$ cat config.mk
export PLATFORM = sky130hd
export DESIGN_NAME = pps_ctrl
export DESIGN_NICKNAME = d
export VERILOG_FILES = /design/src/sv/pps_pkg.sv /design/src/sv/pps_ctrl.sv
export SDC_FILE = /design/constraint.sdc
export NUM_CORES = 1
export LEC_CHECK = 0
export BUFFER_PORTS_ARGS = -buffer_cell sky130_fd_sc_hd__buf_2
export CAP_MARGIN = 20
export CORE_MARGIN = 5
export CORE_UTILIZATION = 48
export DETAILED_ROUTE_END_ITERATION = 10
export GPL_TIMING_DRIVEN = 0
export HOLD_SLACK_MARGIN = 0.08
export PLACE_DENSITY = 0.81
export SYNTH_ARGS = -nofsm -noshare
export SYNTH_HDL_FRONTEND = slang
export SYNTH_SLANG_ARGS = --single-unit
$ cat constraint.sdc
create_clock -name clk -period 2.1 [get_ports clk]
set_clock_uncertainty 0.05 [all_clocks]
set_input_delay 0.21 -clock clk [delete_from_list [all_inputs] [get_ports clk]]
set_output_delay 0.21 -clock clk [all_outputs]
set_load 0.005 [all_outputs]
$ cat src/sv/pps_pkg.sv
// Shared types, widths and constants for the pure pursuit steering unit.
// No dependencies.
`timescale 1ns / 1ps

package pps_pkg;

  localparam int MAX_WAYPOINTS = 1024;
  localparam int ADDR_W        = 10;
  localparam int COORD_W       = 24;
  localparam int OFS_W         = COORD_W + 1;
  localparam int CNT_W         = 11;
  localparam int LA_W          = 23;
  localparam int GAIN_W        = 16;
  localparam int STEER_W       = 16;
  localparam int HEAD_W        = 16;
  localparam int CW            = 28;
  localparam int PW            = 2 * CW;
  localparam int ZW            = 16;
  localparam int CORDIC_STEPS  = 14;
  localparam int IT_W          = 4;
  localparam int QUO_W         = 17;
  localparam int NUM_SHIFT     = 13;
  localparam int SCALE_W       = 16;
  localparam int SCALE_SHIFT   = 15;
  localparam int CORDIC_SCALE  = 19898;
  localparam int CFG_IDX_W     = 2;
  localparam int CFG_DATA_W    = 23;

  localparam logic [CFG_IDX_W-1:0] CFG_COUNT     = 2'd0;
  localparam logic [CFG_IDX_W-1:0] CFG_LOOKAHEAD = 2'd1;
  localparam logic [CFG_IDX_W-1:0] CFG_GAIN      = 2'd2;

  localparam logic [CNT_W-1:0]  COUNT_RESET = 11'd0;
  localparam logic [LA_W-1:0]   LA_RESET    = 23'd6144;
  localparam logic [GAIN_W-1:0] GAIN_RESET  = 16'd4096;

  localparam logic OP_LOAD = 1'b0;
  localparam logic OP_POSE = 1'b1;

  typedef enum logic [2:0] {
    MS_LA, MS_DX, MS_DY, MS_LX, MS_LY, MS_GAIN
  } mul_sel_t;

  typedef struct packed {
    logic     start_pose;
    logic     load_wp;
    logic     ld_l2;
    logic     walk_init;
    logic     ld_diff;
    logic     ld_sqx;
    logic     walk_step;
    logic     cr_init;
    logic     cr_step;
    logic     sc_x;
    logic     sc_y;
    logic     ld_den;
    logic     ld_num;
    logic     dv_init;
    logic     dv_step;
    logic     ld_out;
    mul_sel_t mul_sel;
  } pps_cmd_t;

  typedef struct packed {
    logic cnt_zero;
    logic walk_more;
    logic cr_last;
    logic dv_skip;
    logic dv_last;
    logic out_busy;
  } pps_sts_t;

  function automatic logic [ZW-1:0] atan_lut(input logic [IT_W-1:0] i);
    logic [ZW-1:0] v;
    unique case (i)
      4'd0:    v = 16'd8192;
      4'd1:    v = 16'd4836;
      4'd2:    v = 16'd2555;
      4'd3:    v = 16'd1297;
      4'd4:    v = 16'd651;
      4'd5:    v = 16'd326;
      4'd6:    v = 16'd163;
      4'd7:    v = 16'd81;
      4'd8:    v = 16'd41;
      4'd9:    v = 16'd20;
      4'd10:   v = 16'd10;
      4'd11:   v = 16'd5;
      4'd12:   v = 16'd3;
      4'd13:   v = 16'd1;
      default: v = 16'd0;
    endcase
    return v;
  endfunction

endpackage

$ cat src/sv/pps_ctrl.sv
// Sequencer for the pure pursuit steering unit.
// Depends on pps_pkg; drives commands into pps_datapath.
`timescale 1ns / 1ps

module pps_ctrl
  import pps_pkg::*;
(
  input  logic     clk,
  input  logic     rst_n,
  input  logic     in_valid,
  input  logic     in_opcode,
  output logic     in_stall,
  input  pps_sts_t sts,
  output pps_cmd_t cmd
);

  typedef enum logic [18:0] {
    S_IDLE    = 19'd1 << 0,
    S_LA_MUL  = 19'd1 << 1,
    S_LA_LD   = 19'd1 << 2,
    S_D_RD    = 19'd1 << 3,
    S_D_DIFF  = 19'd1 << 4,
    S_D_SQX   = 19'd1 << 5,
    S_D_SQY   = 19'd1 << 6,
    S_D_SUM   = 19'd1 << 7,
    S_CR_INIT = 19'd1 << 8,
    S_CR_ROT  = 19'd1 << 9,
    S_SC_X    = 19'd1 << 10,
    S_SC_Y    = 19'd1 << 11,
    S_DN_X    = 19'd1 << 12,
    S_DN_Y    = 19'd1 << 13,
    S_DN_SUM  = 19'd1 << 14,
    S_NM_MUL  = 19'd1 << 15,
    S_NM_LD   = 19'd1 << 16,
    S_DV      = 19'd1 << 17,
    S_FINISH  = 19'd1 << 18
  } state_t;

  state_t state_r, state_nxt;
  logic   dv_run_r, dv_run_nxt;

  assign in_stall = (state_r != S_IDLE);

  always_comb begin
    state_nxt  = state_r;
    dv_run_nxt = dv_run_r;
    cmd        = '0;
    cmd.mul_sel = MS_LA;
    unique case (state_r)
      S_IDLE: begin
        if (in_valid) begin
          if (in_opcode == OP_POSE) begin
            cmd.start_pose = 1'b1;
            state_nxt = sts.cnt_zero ? S_FINISH : S_LA_MUL;
          end else begin
            cmd.load_wp = 1'b1;
          end
        end
      end
      S_LA_MUL: begin
        cmd.mul_sel = MS_LA;
        state_nxt = S_LA_LD;
      end
      S_LA_LD: begin
        cmd.ld_l2 = 1'b1;
        cmd.walk_init = 1'b1;
        state_nxt = S_D_RD;
      end
      S_D_RD:   state_nxt = S_D_DIFF;
      S_D_DIFF: begin
        cmd.ld_diff = 1'b1;
        state_nxt = S_D_SQX;
      end
      S_D_SQX: begin
        cmd.mul_sel = MS_DX;
        state_nxt = S_D_SQY;
      end
      S_D_SQY: begin
        cmd.mul_sel = MS_DY;
        cmd.ld_sqx = 1'b1;
        state_nxt = S_D_SUM;
      end
      S_D_SUM: begin
        cmd.walk_step = 1'b1;
        state_nxt = sts.walk_more ? S_D_RD : S_CR_INIT;
      end
      S_CR_INIT: begin
        cmd.cr_init = 1'b1;
        state_nxt = S_CR_ROT;
      end
      S_CR_ROT: begin
        cmd.cr_step = 1'b1;
        if (sts.cr_last) state_nxt = S_SC_X;
      end
      S_SC_X: begin
        cmd.sc_x = 1'b1;
        state_nxt = S_SC_Y;
      end
      S_SC_Y: begin
        cmd.sc_y = 1'b1;
        state_nxt = S_DN_X;
      end
      S_DN_X: begin
        cmd.mul_sel = MS_LX;
        state_nxt = S_DN_Y;
      end
      S_DN_Y: begin
        cmd.mul_sel = MS_LY;
        cmd.ld_sqx = 1'b1;
        state_nxt = S_DN_SUM;
      end
      S_DN_SUM: begin
        cmd.ld_den = 1'b1;
        state_nxt = S_NM_MUL;
      end
      S_NM_MUL: begin
        cmd.mul_sel = MS_GAIN;
        state_nxt = S_NM_LD;
      end
      S_NM_LD: begin
        cmd.ld_num = 1'b1;
        dv_run_nxt = 1'b0;
        state_nxt = S_DV;
      end
      S_DV: begin
        if (!dv_run_r) begin
          cmd.dv_init = 1'b1;
          if (sts.dv_skip) state_nxt = S_FINISH;
          else dv_run_nxt = 1'b1;
        end else begin
          cmd.dv_step = 1'b1;
          if (sts.dv_last) state_nxt = S_FINISH;
        end
      end
      S_FINISH: begin
        if (!sts.out_busy) begin
          cmd.ld_out = 1'b1;
          state_nxt = S_IDLE;
        end
      end
      default: state_nxt = S_IDLE;
    endcase
  end

  always_ff @(posedge clk) begin
    if (!rst_n) begin
      state_r  <= S_IDLE;
      dv_run_r <= 1'b0;
    end else begin
      state_r  <= state_nxt;
      dv_run_r <= dv_run_nxt;
    end
  end

endmodule

==> results.cfg <==
[drt]
drt_drc_violations_left = 0
drt-initial-drc-count = 121
postRouteAntennaNets = 0
detail_route.wirelength_um = 5780
routed-via-count = 1752
routed_via_density = 6.76
wire_per_inst_um = 22.3
drt_pass1_iterations = 4

[worst_hold_path]
worstHoldPathType = input pin to flop
hold_path_origin = rst_n
min_delay_worst_endpoint = state_r[16]
hold_depth = 3

[grt]
grt_overflow_total = 0
gr-usage-met1 = 0.284
grt_max_degree = 11
gr-usage-met3 = 0.0360
number_of_antenna_violations_at_the_first_check_in_global_routing = 0
first_pass_grt_wire_length_um = 7580
gr-usage-met2 = 0.409
first_global_vias = 1609
grtUsageTotal = 0.238
grt-busiest-layer = met2

[die]
floorplan.die.height_um = 62.7
io-pin-count = 30
placement_rows = 19
fp.coreArea_um2 = 2710
die-area_um2 = 3940
initial_utilization = 0.493
chipWidth_um = 62.7

[power_and_ir_drop]
cellLeakagePower_uw = 0.000935
pwr_density_cell_nw_per_um2 = 406
vdd.ir_drop.worst_uv = 357

[critical_path]
worstPathCellList = buf_6 -> nor4_4 -> nand4_1 -> or3_4 -> nor3b_2 -> buf_2
type_of_origin_of_the_critical_path = flop
critical_path.max_stage_delay_ns = 0.45
crit_path_end_kind = output port
cp.arrival_ns = 2.21
critical_path.reg2reg.startpoint = state_r[14]
timing_worst_setup_path_type = flop to output port
required_ns = 1.84
reg2reg_to = state_r[0]
reg2reg_setup_slack_ns = -0.18
crit_fanout = 6
critical_path.slowest_cell = sky130_fd_sc_hd__or3_4
r2r.worst_path.cells = 5

[synth]
synthTopCellsByArea = sky130_fd_sc_hd__dfxtp_1 30%, sky130_fd_sc_hd__nor2_1 5.3%, sky130_fd_sc_hd__nor4_4 4.8%
syn_area_per_cell_um2 = 8.29
synth_area_leader_cell = sky130_fd_sc_hd__dfxtp_1
synth-warning-count = 0
synth.net_count = 171
netlist-cell-type-count = 46
number_of_flops_mapped_to_enable_cells_by_yosys = 0
synth-seq-cells = 20
mappedNetlistArea_um2 = 1340
postSynth.asyncResetShare = 0
synth.yosys.seq_area_share = 0.300
synth.top_cell.area_share = 0.300
post_synth_inst_count = 161
synth_ff_type = sky130_fd_sc_hd__dfxtp_1

[cts]
ctsHtreeMaxLevel = 1
cts_made_buffers = 3
clk_path_buf_depth = 2
clock_input_transition_at_the_sequential_cells_of_the_worst_setup_and_hold_paths_ns = 0.12
insertion_delay_ns = 0.32
clock_sinks = 20
tritoncts = done
cts-root-buf = sky130_fd_sc_hd__clkbuf_4

[final_layout]
area.growth.synth_to_final_pct = 63.4
insertedDiodeCount = 0
fin_area_um2 = 2180
fillers = 154
utilization = 0.805
layout.nets = 240
number_of_non_filler_instances_in_the_completed_layout = 259
post_route_cells_drive_above_1_share = 0.566

[sta]
timing.final.ws_setup_ns = -0.369
tightestPinTransition_ns = 0.655
final.period_utilization = 1.18
finalSetupTns_ns = -6.57
peak_freq_mhz = 405
report.final.hold_viol_count = 0
fin_crit_ns = 2.47
report.final.slew_viol_count = 0
timing.slew.headroom = 0.562
setup_repair_after_global_routing_missed_its_margin = yes
final.hold.worst_slack_ns = 0.137
setup-violations-final = 36

[flow_run]
timing.max_cap.violations = 0

[placed_design]
dp_hpwl_um = 2640
portBuffers = 29
routabilityCongestion = 0.912
post-place-cells = 221
post_dp_cell_area_um2 = 1530

[run_status]
failing_checks = setup timing
status = finished with violations
where the power goes:
part,total [uW],leakage (uW),switching [uW],internal [uW]
registers,387,0.000170,13.5,373
clock network,196,0.0000138,128,67.4
logic,303,0.000751,155,148
layout make-up:
class | instances | area, um2 | area share
well taps | 31 | 38.8 | 0.0178
inverters | 7 | 26.3 | 0.0120
repair buffers | 69 | 527 | 0.241
plain buffers | 1 | 11.3 | 0.00516
multi-input cells | 128 | 1120 | 0.513
flip-flops and latches | 20 | 438 | 0.201
clock buffers | 3 | 22.5 | 0.0103
worst max-delay path, delay by kind of cell, from the launching register on:
family	cells	cell delay, ns
buf+inv	2	0.27
flops	1	0.37
simple gates	4	1.25
state kept, by name, summed over array words and instances, names as in the netlist:
| register | count |
|---|---|
| dv_run_r | 1 |
| state_r | 19 |
how the worst max path moves through the flow:
stage / to / slack [ns] / from / cells after the start
2_1_floorplan: state_r[0] / -0.03 / state_r[2] / 6
3_3_place_gp: state_r[0] / -0.18 / state_r[2] / 6
3_5_place_dp: cmd[7] / -0.24 / state_r[2] / 6
4_1_cts: cmd[14] / -0.27 / state_r[13] / 4
5_1_grt: cmd[7] / -0.44 / state_r[11] / 6
6_report: cmd[7] / -0.37 / state_r[11] / 6
cell families (layout without fill, tap and decap cells):
| group | Yosys count | in the layout | synth area share |
|---|---|---|---|
| simple gates | 102 | 103 | 0.501 |
| compound gates | 16 | 16 | 0.0890 |
| buf+inv | 14 | 80 | 0.0497 |
| xor+xnor | 8 | 8 | 0.0525 |
| flops | 20 | 20 | 0.300 |
| mux | 1 | 1 | 0.00750 |
cells in the final DEF (no fill, tap or decap), types with 4 or more instances in the layout:
cell                      count
sky130_fd_sc_hd__dfxtp_4      9
sky130_fd_sc_hd__buf_4       30
sky130_fd_sc_hd__inv_1        5
sky130_fd_sc_hd__nand2_1     11
sky130_fd_sc_hd__nand3_1      5
sky130_fd_sc_hd__or4_4        4
sky130_fd_sc_hd__buf_6       14
sky130_fd_sc_hd__xnor2_1      6
sky130_fd_sc_hd__dfxtp_1      8
sky130_fd_sc_hd__nor4_4       7
sky130_fd_sc_hd__nor3b_2      5
sky130_fd_sc_hd__nor2_1      17
sky130_fd_sc_hd__buf_2       23
timing repair:
action	4_1_cts	5_1_grt
buffers inserted	20	20
pin swaps	18	21
cloned	1	0
endpoints found under the hold margin	2	0
resized for setup	43	38
hold buffers	2	0
endpoints found under the setup margin	37	34
layer usage:
| layer | wire (um) | vias up |
|---|---|---|
| met3 | 479 | 44 |
| met2 | 2700 | 128 |
| met5 | 0 | - |
| met4 | 347 | 0 |
| met1 | 2260 | 829 |
| li1 | - | 751 |
stage by stage:
stage / power, uW / setup slack (ns)
after floorplan: 519 / -0.0272
after detailed placement: 568 / -0.237
after CTS: 810 / -0.275
after global placement: 561 / -0.180
after global routing: 915 / -0.436
final: 885 / -0.369
cells in the mapped netlist (4+ instances only):
master / number
sky130_fd_sc_hd__and4_1: 4
sky130_fd_sc_hd__nor3_1: 5
sky130_fd_sc_hd__nor4_1: 8
sky130_fd_sc_hd__and3_1: 6
sky130_fd_sc_hd__xnor2_1: 6
sky130_fd_sc_hd__nor4b_1: 5
sky130_fd_sc_hd__nand2_1: 15
sky130_fd_sc_hd__nor2_1: 19
sky130_fd_sc_hd__or4_1: 4
sky130_fd_sc_hd__dfxtp_1: 20
sky130_fd_sc_hd__inv_1: 7
sky130_fd_sc_hd__nor3b_1: 4
sky130_fd_sc_hd__nand3_1: 6
(Power assumes the default switching activity.)
